## src/ear_pkg.sv

```systemverilog
// ----------------------------------------------------------------------------
// ear_pkg
// shared constants for the eye aspect ratio block
// ----------------------------------------------------------------------------
package ear_pkg;

    localparam int SQRT_FRAC_BITS = 8;
    localparam int RATIO_W        = 16;
    localparam logic [RATIO_W-1:0] RATIO_MAX = 16'hFFFF;
    localparam int QUEUE_DEPTH    = 4;
    localparam int QUEUE_LVL_W    = 3;

endpackage

```

## src/eye_aspect_ratio.sv

```systemverilog
// ----------------------------------------------------------------------------
// eye_aspect_ratio
// six-landmark eye aspect ratio (v1+v2)/(2h), U.F result, saturating
// ----------------------------------------------------------------------------
// channel   direction  handshake                 payload
// command   in         start & !busy             x0..x5, y0..y5
// result    out        done, one cycle, no stall ratio, degenerate
//
// front: difference and square registers, then a 4-word queue
// back: COORD_BITS+9-bit serial square roots (three lanes in parallel), then a
//   bit-serial divide to a COORD_BITS+10+RATIO_FRAC_BITS-bit quotient after
//   a load from the queue head; degenerate words skip the divide
// sustained rate is set by the back end's serial root and divide
// busy rises when queue plus front stages hold four words
// reset clears control only; done is never held off by the receiver
// ----------------------------------------------------------------------------
module eye_aspect_ratio import ear_pkg::*; #(
    parameter int COORD_BITS      = 12,
    parameter int RATIO_FRAC_BITS = 12
) (
    input  logic                    clk,
    input  logic                    rst_n,
    input  logic                    start,
    output logic                    busy,
    input  logic [COORD_BITS-1:0]   x0,
    input  logic [COORD_BITS-1:0]   y0,
    input  logic [COORD_BITS-1:0]   x1,
    input  logic [COORD_BITS-1:0]   y1,
    input  logic [COORD_BITS-1:0]   x2,
    input  logic [COORD_BITS-1:0]   y2,
    input  logic [COORD_BITS-1:0]   x3,
    input  logic [COORD_BITS-1:0]   y3,
    input  logic [COORD_BITS-1:0]   x4,
    input  logic [COORD_BITS-1:0]   y4,
    input  logic [COORD_BITS-1:0]   x5,
    input  logic [COORD_BITS-1:0]   y5,
    output logic                    done,
    output logic [RATIO_W-1:0]      ratio,
    output logic                    degenerate
);

    localparam int SQ_W = 2 * COORD_BITS + 1;
    localparam int QW   = 3 * SQ_W;

    logic                    accept;
    logic                    s1_valid, s2_valid;
    logic [SQ_W-1:0]         f_v1, f_v2, f_h;
    logic                    q_valid, q_pop;
    logic [QW-1:0]           q_head;
    logic [QUEUE_LVL_W-1:0]  q_level;
    logic [QUEUE_LVL_W:0]    in_flight;

    // words held or on the way into the queue
    assign in_flight = {1'b0, q_level} + {{QUEUE_LVL_W{1'b0}}, s1_valid}
                     + {{QUEUE_LVL_W{1'b0}}, s2_valid};
    assign busy   = (in_flight >= (QUEUE_LVL_W+1)'(QUEUE_DEPTH));
    assign accept = start && !busy;

    ear_front #(.COORD_BITS(COORD_BITS)) u_front (
        .clk      (clk),
        .rst_n    (rst_n),
        .accept   (accept),
        .x0 (x0), .y0 (y0), .x1 (x1), .y1 (y1), .x2 (x2), .y2 (y2),
        .x3 (x3), .y3 (y3), .x4 (x4), .y4 (y4), .x5 (x5), .y5 (y5),
        .s1_valid (s1_valid),
        .s2_valid (s2_valid),
        .sq_v1    (f_v1),
        .sq_v2    (f_v2),
        .sq_h     (f_h)
    );

    ear_queue #(.WIDTH(QW)) u_queue (
        .clk       (clk),
        .rst_n     (rst_n),
        .push      (s2_valid),
        .push_data ({f_v1, f_v2, f_h}),
        .pop       (q_pop),
        .not_empty (q_valid),
        .head      (q_head),
        .level     (q_level)
    );

    ear_back #(
        .COORD_BITS      (COORD_BITS),
        .RATIO_FRAC_BITS (RATIO_FRAC_BITS)
    ) u_back (
        .clk        (clk),
        .rst_n      (rst_n),
        .word_valid (q_valid),
        .sq_v1      (q_head[3*SQ_W-1 -: SQ_W]),
        .sq_v2      (q_head[2*SQ_W-1 -: SQ_W]),
        .sq_h       (q_head[SQ_W-1:0]),
        .pop        (q_pop),
        .done       (done),
        .ratio      (ratio),
        .degenerate (degenerate)
    );

endmodule

```

## src/ear_front.sv

```systemverilog
// ----------------------------------------------------------------------------
// ear_front
// two-stage front: coordinate differences, then squares and sums
// ----------------------------------------------------------------------------
module ear_front import ear_pkg::*; #(
    parameter int COORD_BITS = 12
) (
    input  logic                    clk,
    input  logic                    rst_n,
    input  logic                    accept,
    input  logic [COORD_BITS-1:0]   x0, y0, x1, y1, x2, y2,
    input  logic [COORD_BITS-1:0]   x3, y3, x4, y4, x5, y5,
    output logic                    s1_valid,
    output logic                    s2_valid,
    output logic [2*COORD_BITS:0]   sq_v1,
    output logic [2*COORD_BITS:0]   sq_v2,
    output logic [2*COORD_BITS:0]   sq_h
);

    localparam int SW = 2 * COORD_BITS;

    logic [COORD_BITS-1:0] d_reg [6];
    logic [SW-1:0]         p_reg [6];
    logic                  v1_reg, v2_reg;

    function automatic logic [COORD_BITS-1:0] absd(input logic [COORD_BITS-1:0] a,
                                                    input logic [COORD_BITS-1:0] b);
        return (a > b) ? a - b : b - a;
    endfunction

    always_ff @(posedge clk or negedge rst_n)
    begin
        if (!rst_n)
        begin
            v1_reg <= 1'b0;
            v2_reg <= 1'b0;
        end
        else
        begin
            v1_reg <= accept;
            v2_reg <= v1_reg;
        end
    end

    always_ff @(posedge clk)
    begin
        if (accept)
        begin
            d_reg[0] <= absd(x1, x5);
            d_reg[1] <= absd(y1, y5);
            d_reg[2] <= absd(x2, x4);
            d_reg[3] <= absd(y2, y4);
            d_reg[4] <= absd(x0, x3);
            d_reg[5] <= absd(y0, y3);
        end
        if (v1_reg)
        begin
            for (int i = 0; i < 6; i++)
            begin
                p_reg[i] <= d_reg[i] * d_reg[i];
            end
        end
    end

    assign s1_valid = v1_reg;
    assign s2_valid = v2_reg;
    assign sq_v1 = {1'b0, p_reg[0]} + {1'b0, p_reg[1]};
    assign sq_v2 = {1'b0, p_reg[2]} + {1'b0, p_reg[3]};
    assign sq_h  = {1'b0, p_reg[4]} + {1'b0, p_reg[5]};

endmodule

```

## src/ear_queue.sv

```systemverilog
// ----------------------------------------------------------------------------
// ear_queue
// short register queue between front and back
// ----------------------------------------------------------------------------
module ear_queue import ear_pkg::*; #(
    parameter int WIDTH = 8
) (
    input  logic                    clk,
    input  logic                    rst_n,
    input  logic                    push,
    input  logic [WIDTH-1:0]        push_data,
    input  logic                    pop,
    output logic                    not_empty,
    output logic [WIDTH-1:0]        head,
    output logic [QUEUE_LVL_W-1:0]  level
);

    localparam int PW = $clog2(QUEUE_DEPTH);

    logic [WIDTH-1:0]       mem_reg [QUEUE_DEPTH];
    logic [PW-1:0]          wr_reg, rd_reg;
    logic [QUEUE_LVL_W-1:0] cnt_reg;

    always_ff @(posedge clk or negedge rst_n)
    begin
        if (!rst_n)
        begin
            wr_reg  <= '0;
            rd_reg  <= '0;
            cnt_reg <= '0;
        end
        else
        begin
            if (push)
                wr_reg <= wr_reg + 1'b1;
            if (pop)
                rd_reg <= rd_reg + 1'b1;
            if (push && !pop)
                cnt_reg <= cnt_reg + 1'b1;
            else if (pop && !push)
                cnt_reg <= cnt_reg - 1'b1;
        end
    end

    always_ff @(posedge clk)
    begin
        if (push)
            mem_reg[wr_reg] <= push_data;
    end

    assign not_empty = (cnt_reg != '0);
    assign head      = mem_reg[rd_reg];
    assign level     = cnt_reg;

endmodule

```

## src/ear_back.sv

```systemverilog
// ----------------------------------------------------------------------------
// ear_back
// three bit-serial square roots, then a saturating serial divide if h != 0
// ----------------------------------------------------------------------------
module ear_back import ear_pkg::*; #(
    parameter int COORD_BITS      = 12,
    parameter int RATIO_FRAC_BITS = 12
) (
    input  logic                    clk,
    input  logic                    rst_n,
    input  logic                    word_valid,
    input  logic [2*COORD_BITS:0]   sq_v1,
    input  logic [2*COORD_BITS:0]   sq_v2,
    input  logic [2*COORD_BITS:0]   sq_h,
    output logic                    pop,
    output logic                    done,
    output logic [RATIO_W-1:0]      ratio,
    output logic                    degenerate
);

    localparam int R     = COORD_BITS + 9;              // root width, U.8
    localparam int RAD_W = 2 * R;
    localparam int SQ_W  = 2 * COORD_BITS + 1;
    localparam int NUM_W = R + 1 + RATIO_FRAC_BITS;
    localparam int CNT_W = $clog2(NUM_W + 1);

    typedef enum logic [1:0] {ST_IDLE, ST_SQRT, ST_DIV} state_t;

    state_t             state_reg;
    logic [CNT_W-1:0]   cnt_reg;
    logic [RAD_W-1:0]   rad_reg  [3];
    logic [R+1:0]       rem_reg  [3];
    logic [R-1:0]       root_reg [3];
    logic [NUM_W-1:0]   num_reg;
    logic [NUM_W-1:0]   quo_reg;
    logic [R:0]         prem_reg;
    logic               degen_reg;
    logic               done_reg;
    logic [RATIO_W-1:0] ratio_reg;

    logic [R+1:0]       rem_t  [3];
    logic [R+1:0]       trial  [3];
    logic [R-1:0]       root_nx [3];
    logic [R+1:0]       div_t;
    logic [R+1:0]       den;
    logic               div_ge;
    logic [NUM_W-1:0]   quo_next;
    logic [RAD_W-1:0]   rad_in [3];

    always_comb
    begin
        rad_in[0] = {{(RAD_W-SQ_W-2*SQRT_FRAC_BITS){1'b0}}, sq_v1, {(2*SQRT_FRAC_BITS){1'b0}}};
        rad_in[1] = {{(RAD_W-SQ_W-2*SQRT_FRAC_BITS){1'b0}}, sq_v2, {(2*SQRT_FRAC_BITS){1'b0}}};
        rad_in[2] = {{(RAD_W-SQ_W-2*SQRT_FRAC_BITS){1'b0}}, sq_h, {(2*SQRT_FRAC_BITS){1'b0}}};
        for (int i = 0; i < 3; i++)
        begin
            rem_t[i]   = {rem_reg[i][R-1:0], rad_reg[i][RAD_W-1 -: 2]};
            trial[i]   = {root_reg[i], 2'b01};
            root_nx[i] = {root_reg[i][R-2:0], (rem_t[i] >= trial[i])};
        end
        den      = {1'b0, root_reg[2], 1'b0};
        div_t    = {prem_reg, num_reg[NUM_W-1]};
        div_ge   = (div_t >= den);
        quo_next = {quo_reg[NUM_W-2:0], div_ge};
    end

    assign pop = (state_reg == ST_IDLE) && word_valid;

    always_ff @(posedge clk or negedge rst_n)
    begin
        if (!rst_n)
        begin
            state_reg <= ST_IDLE;
            cnt_reg   <= '0;
            done_reg  <= 1'b0;
        end
        else
        begin
            done_reg <= 1'b0;
            case (state_reg)
                ST_IDLE:
                begin
                    if (word_valid)
                    begin
                        state_reg <= ST_SQRT;
                        cnt_reg   <= CNT_W'(R);
                    end
                end
                ST_SQRT:
                begin
                    cnt_reg <= cnt_reg - 1'b1;
                    if (cnt_reg == CNT_W'(1))
                    begin
                        if (degen_reg)
                        begin
                            state_reg <= ST_IDLE;
                            done_reg  <= 1'b1;
                        end
                        else
                        begin
                            state_reg <= ST_DIV;
                            cnt_reg   <= CNT_W'(NUM_W);
                        end
                    end
                end
                ST_DIV:
                begin
                    cnt_reg <= cnt_reg - 1'b1;
                    if (cnt_reg == CNT_W'(1))
                    begin
                        state_reg <= ST_IDLE;
                        done_reg  <= 1'b1;
                    end
                end
                default:
                begin
                    state_reg <= ST_IDLE;
                end
            endcase
        end
    end

    always_ff @(posedge clk)
    begin
        case (state_reg)
            ST_IDLE:
            begin
                if (word_valid)
                begin
                    for (int i = 0; i < 3; i++)
                    begin
                        rad_reg[i]  <= rad_in[i];
                        rem_reg[i]  <= '0;
                        root_reg[i] <= '0;
                    end
                    degen_reg <= (sq_h == '0);
                end
            end
            ST_SQRT:
            begin
                for (int i = 0; i < 3; i++)
                begin
                    rad_reg[i] <= {rad_reg[i][RAD_W-3:0], 2'b00};
                    if (rem_t[i] >= trial[i])
                    begin
                        rem_reg[i]  <= rem_t[i] - trial[i];
                        root_reg[i] <= {root_reg[i][R-2:0], 1'b1};
                    end
                    else
                    begin
                        rem_reg[i]  <= rem_t[i];
                        root_reg[i] <= {root_reg[i][R-2:0], 1'b0};
                    end
                end
                // numerator from the roots as they stand after this step
                num_reg  <= {({1'b0, root_nx[0]} + {1'b0, root_nx[1]}),
                             {RATIO_FRAC_BITS{1'b0}}};
                prem_reg <= '0;
                quo_reg  <= '0;
                if (cnt_reg == CNT_W'(1))
                begin
                    // ratio is zero for a degenerate word
                    ratio_reg <= '0;
                end
            end
            ST_DIV:
            begin
                num_reg  <= {num_reg[NUM_W-2:0], 1'b0};
                prem_reg <= div_ge ? (R+1)'(div_t - den) : div_t[R:0];
                quo_reg  <= quo_next;
                if (cnt_reg == CNT_W'(1))
                    ratio_reg <= (quo_next > NUM_W'(RATIO_MAX)) ? RATIO_MAX
                                                                 : quo_next[RATIO_W-1:0];
            end
            default:
            begin
            end
        endcase
    end

    assign done       = done_reg;
    assign ratio      = ratio_reg;
    assign degenerate = degen_reg;

endmodule
```

## config.mk

```make
export PLATFORM = sky130hd
export DESIGN_NAME = eye_aspect_ratio
export DESIGN_NICKNAME = d
export VERILOG_FILES = /design/src/ear_pkg.sv /design/src/eye_aspect_ratio.sv /design/src/ear_front.sv /design/src/ear_queue.sv /design/src/ear_back.sv
export SDC_FILE = /design/constraint.sdc
export NUM_CORES = 2
export LEC_CHECK = 0
export ABC_AREA = 1
export BUFFER_PORTS_ARGS = -buffer_cell sky130_fd_sc_hd__buf_4
export CORE_ASPECT_RATIO = 0.75
export CORE_UTILIZATION = 35
export CTS_CLUSTER_DIAMETER = 40
export DETAILED_ROUTE_END_ITERATION = 8
export GPL_ROUTABILITY_DRIVEN = 0
export HOLD_SLACK_MARGIN = 0.15
export PLACE_DENSITY = 0.6
export SETUP_SLACK_MARGIN = 0.2
export SLEW_MARGIN = 30
export SYNTH_ARGS = -nofsm -noshare
export SYNTH_HDL_FRONTEND = slang
export SYNTH_SLANG_ARGS = --single-unit
export TNS_END_PERCENT = 10
```

## constraint.sdc

```tcl
create_clock -name clk -period 8.5 [get_ports clk]
set_input_delay 0.425 -clock clk [delete_from_list [all_inputs] [get_ports clk]]
set_output_delay 0.425 -clock clk [all_outputs]
set_load 0.03 [all_outputs]
```

=== Word-level counts from Yosys, hierarchy flattened ===
Memories as Yosys holds them, arrays and structs flattened.
Cells that the tools add are included.
W data, S select, Z words.

* $add $sub $neg: 27
* Multipliers: 6
* Magnitude comparators: 12
* Eq/ne operators: 6
* Multiplexer cells: 73
* Bitwise logic cells: 15
* Reductions and logical operators: 17

{| class="wikitable"
|+ Operators by type and width
! kind !! count
|-
| $mul A12 B12 Y24 || 6
|-
| $sub A12 B12 Y12 || 12
|-
| $mux W23 || 6
|-
| $mux W21 || 6
|-
| $mux W40 || 3
|-
| $add A24 B24 Y25 || 3
|-
| $gt A12 B12 Y1 || 6
|-
| $mux W12 || 6
|-
| $ge A23 B23 Y1 || 3
|-
| $sub A23 B23 Y23 || 3
|-
| $pmux W34 S2 || 1
|-
| $pmux W33 S2 || 1
|-
| $mux W16 || 3
|-
| $pmux W22 S2 || 1
|-
| $gt A34 B16 Y1 const B || 1
|-
| $mux W1 || 32
|-
| $pmux W16 S2 || 1
|-
| $logic_not A25 Y1 || 1
|-
| $ge A23 B22 Y1 || 1
|-
| $add A21 B21 Y22 || 1
|-
| $mux W22 || 1
|-
| $sub A22 B22 Y22 || 1
|-
| $mux W6 || 3
|-
| $pmux W6 S3 || 1
|-
| 23 further kinds || 53
|}

* Register bits after elaboration: 124
* Memory bits (writable): 768
* Input bits: 147
* Output and inout port bits: 19
* Logic and storage cells: 175
* Memories: 6

{| class="wikitable"
|+ Memory list
! name !! words !! bits a word !! read ports !! clocked after memory_dff !! wr ports !! RTL line !! RTL
|-
| u_queue.mem_reg || 4 || 75 || 1 || 0 || 1 || ear_queue.sv:20 || <nowiki>logic [WIDTH-1:0] mem_reg [QUEUE_DEPTH];</nowiki>
|-
| u_front.p_reg || 6 || 24 || 6 || 0 || 6 || ear_front.sv:23 || <nowiki>logic [SW-1:0] p_reg [6];</nowiki>
|-
| u_back.rad_reg || 3 || 40 || 3 || 0 || 3 || ear_back.sv:31 || <nowiki>logic [RAD_W-1:0] rad_reg [3];</nowiki>
|-
| u_front.d_reg || 6 || 12 || 6 || 0 || 6 || ear_front.sv:22 || <nowiki>logic [COORD_BITS-1:0] d_reg [6];</nowiki>
|-
| u_back.rem_reg || 3 || 23 || 3 || 0 || 3 || ear_back.sv:32 || <nowiki>logic [R+1:0] rem_reg [3];</nowiki>
|-
| u_back.root_reg || 3 || 21 || 3 || 0 || 3 || ear_back.sv:33 || <nowiki>logic [R-1:0] root_reg [3];</nowiki>
|}

=== Depth between registers and ports, before layout ===
* Depth after elaboration: 7
* Mapped depth: 23

=== Hierarchy ===
Synthesis repeated with hierarchy kept, for this count alone.

* Cells, all modules: 9960
* Area, all modules: 77366.7 µm²

{| class="wikitable"
|+ By module, submodules not included
! module !! times used !! cells each !! area an instance (µm²)
|-
| ear_front || 1 || 6322 || 44476.4
|-
| ear_back || 1 || 2706 || 20225.6
|-
| ear_queue || 1 || 923 || 12617.1
|-
| eye_aspect_ratio || 1 || 9 || 47.5
|}

=== Least setup slack after synthesis ===
OpenSTA, ideal clock, no wires.

* Path type: register to register
* Start: reg u_front.v1_reg, in the netlist u_front.s1_valid
* End: mem u_front.d_reg[0][0], enable pin
* Setup time: 503 ps
* Arrival: 6011 ps
* Data required time: 7997 ps
* Path slack: 1985 ps
* Stages on the path, launching flop included: 4
* Period minus slack after synthesis: 6515 ps
* Cell sequence: dfrtp_1 -> a21oi_1 -> o21ai_0 -> nor2_1

{| class="wikitable"
|+ RTL lines
! what !! RTL line !! RTL
|-
| start: declaration || ear_front.sv:24 || <nowiki>logic v1_reg, v2_reg;</nowiki>
|-
| start signal: assignment || ear_front.sv:40 || <nowiki>v1_reg <= accept;</nowiki>
|-
| end: declaration || ear_front.sv:22 ||
|}

==> impl_metrics.yaml <==
synth:
  synth_top_area_cell: "edfxtp_1"
  syn_nets: 10260
  netlist_area_mm2: 0.07363
  synthArstFlopShare: 0.02179
  ys_types: 53
  synth_enable_flop_cells: 807
  yosys_register_bits: 826
  synth.top_cells.by_area: "edfxtp_1 33%, fa_1 13%, ha_1 11%"
  synth_top_area_frac: 0.3291
  avgSynthCellArea_um2: 8.226
  yosysWarningCount: 0
  seq_area_frac_synth: 0.3355
  synth_cells: 8950
  synthFlopType: "edfxtp_1"
sta:
  worst_slew_pin_slew_ps: 917.8
  finalCritPeriodShare: 0.6215
  rsz0062_at_grt: "no"
  hold_viol: 0
  hold_ws_ps: 203.7
  skew_ps: 42.32
  drv_slew: 0
  max_freq_mhz: 189.3
  setup_viol_count_final: 0
  fin_tns_setup_ps: 0
  period_minus_slack_ps: 5283
  slew_headroom: 0.3881
critical_path:
  crit_required_ps: 8970
  reg2reg_depth: 19
  arrival_ps: 5750
  worstSetupPathType: "reg2reg"
  cp_max_fo: 12
  cp-end-kind: "flip-flop"
  worstSetupStartpointType: "flip-flop"
floorplanning:
  dieArea_mm2: 0.2122
  initial_utilization: 0.3529
  top_level_ports: 166
  coreArea_mm2: 0.2086
  die_w_um: 531.6
  num_rows: 145
  die_height_um: 399.2
global_routing:
  grt_pass1_wl_mm: 284.3
  grt_pass1_vias: 56280
  grt_antenna_before_repair: 1
  track_usage: 0.1606
  overflow: 0
  grt_max_degree: 107
detailed_routing:
  drt-initial-drc-count: 4384
  finalWirelength_mm: 169.9
  ant_nets: 0
  route.detailed.drc: 0
  first_pass_iters: 6
  vias: 57270
  viasPerCell: 4.808
  wl_per_cell_um: 14.26
hold_path:
  hold_depth: 3
  hold_class: "in2reg"
cells_and_area:
  stdcell_area_mm2: 0.08141
  syn2layout_area_growth_pct: 10.58
  drive_gt1_frac: 0.04825
  layout.nets: 10340
  largest_reg_flops: 300
  post-route-util: 0.3902
  diodes: 0
placed_design:
  hpwl_mm: 130.4
  place_area_mm2: 0.07765
  portBuffers: 165
cts:
  path_clk_slew_ps: 60
  cts_buffer_depth: 3
  postCtsResizedCells: 0
  cts_made_buffers: 106
  tritoncts: "built"
  insertion_delay_ps: 730
  cts_root_buf: "clkbuf_16"
  cts_max_level: 3
  cts.sinks: 826
status:
  status: "completed"
run:
  drv_cap: 0
[area by class of cell]
class | count | area [um^2]
Fill cell | 21120 | 127200
Multi-Input combinational cell | 6076 | 41180
Sequential cell | 826 | 24710
Inverter | 1827 | 6872
Tap cell | 2793 | 3495
Clock buffer | 124 | 2815
Timing Repair Buffer | 191 | 1481
Clock inverter | 75 | 854.6
[critical path: stages (launching register included)]
cell and delay, ps:
edfxtp_1 680, nand2_1 170, inv_1 110, ha_1 240, xnor2_1 150, fa_1 380, inv_1 70, fa_1 430
fa_1 550, inv_1 50, fa_1 470, inv_1 40, ha_1 320, a21oi_1 260, a21boi_0 570, o21ai_0 250
nand3_1 140, nand2_1 60, nand2_1 60, nand2_1 40
[final timing paths]
check                                                start                             endpoint  slack (ps)
hold / removal                                       y4[1]        u_front.d_reg[3][1]$_DFFE_PP_         200
setup / recovery             u_front.d_reg[5][3]$_DFFE_PP_       u_front.p_reg[5][20]$_DFFE_PP_        3220
setup reg to reg             u_front.d_reg[5][3]$_DFFE_PP_       u_front.p_reg[5][20]$_DFFE_PP_        3220
hold reg to reg            u_back.rad_reg[0][37]$_DFFE_PP_  u_back.rad_reg[0][39]$_SDFFCE_PN0P_         500
max in group asynchronous                            rst_n        u_queue.rd_reg[0]$_DFFE_PN0P_        7850
min in group asynchronous                            rst_n                u_back.done$_DFF_PN0_         280
[cells by family (layout without fill, tap and decap cells)]
group                      after synthesis  after routing  synth area share
AOI/OAI and AO/OA                     1032           1032           0.07584
xor gates and xnor gates               355            355           0.04223
adders and majority gates             1160           1160            0.2465
buffers and inverters                 2048           2217            0.1061
DFF                                    826            826            0.3355
and+or+nand+nor                       3529           3529            0.1938
[cells in the final DEF, fill, tap and decap left out, types with 86 or more instances in the layout]
cell,n
fa_1,484
xor2_1,245
nand4_1,86
nand2_1,2240
nor2_1,760
nand3_1,274
clkbuf_16,110
a21oi_1,421
edfxtp_1,807
inv_1,1808
xnor2_1,110
ha_1,673
o21ai_0,392
buf_4,179
[through the flow]
step / setup slack [ps] / instances
after floorplan: 1985 / 8950
after global placement: 3365 / 11700
after detailed placement: 3318 / 11710
after CTS: 3290 / 11910
after global routing: 2921 / 11910
final: 3217 / 11910
[synthesized netlist by cell type (3+ instances only)]
cell	instances
a21boi_0	17
a21o_1	28
a21oi_1	422
a31oi_1	78
buf_1	15
buf_2	38
buf_4	9
clkbuf_1	146
clkbuf_2	11
clkinv_1	3
dfrtp_1	18
edfxtp_1	807
fa_1	484
ha_1	676
inv_1	1813
inv_2	10
nand2_1	2241
nand2_2	19
nand3_1	274
nand3b_1	45
nand4_1	86
nand4_2	3
nor2_1	762
nor2_2	8
nor3_1	62
nor4_1	5
o21a_1	24
o21ai_0	392
o21ai_1	22
o21bai_1	23
o22a_1	15
o31ai_1	3
or2_2	13
xnor2_1	110
xor2_1	245
[routing by layer]
metal / vias to the layer above / GRT usage / wire [um]
li1: 28410 / - / -
met1: 27240 / 0.2368 / 84520
met2: 1467 / 0.2495 / 72910
met3: 154 / 0.02758 / 10640
met4: 2 / 0.02362 / 1828
met5: - / 0 / 11
[what timing repair did]
item	CTS	global route
hold buffers	8	0
setup buffers	0	0
hold endpoints to repair	24	0
Power is not shown: default switching activity piles up to over one toggle a cycle in this logic, so the estimate is an artifact.
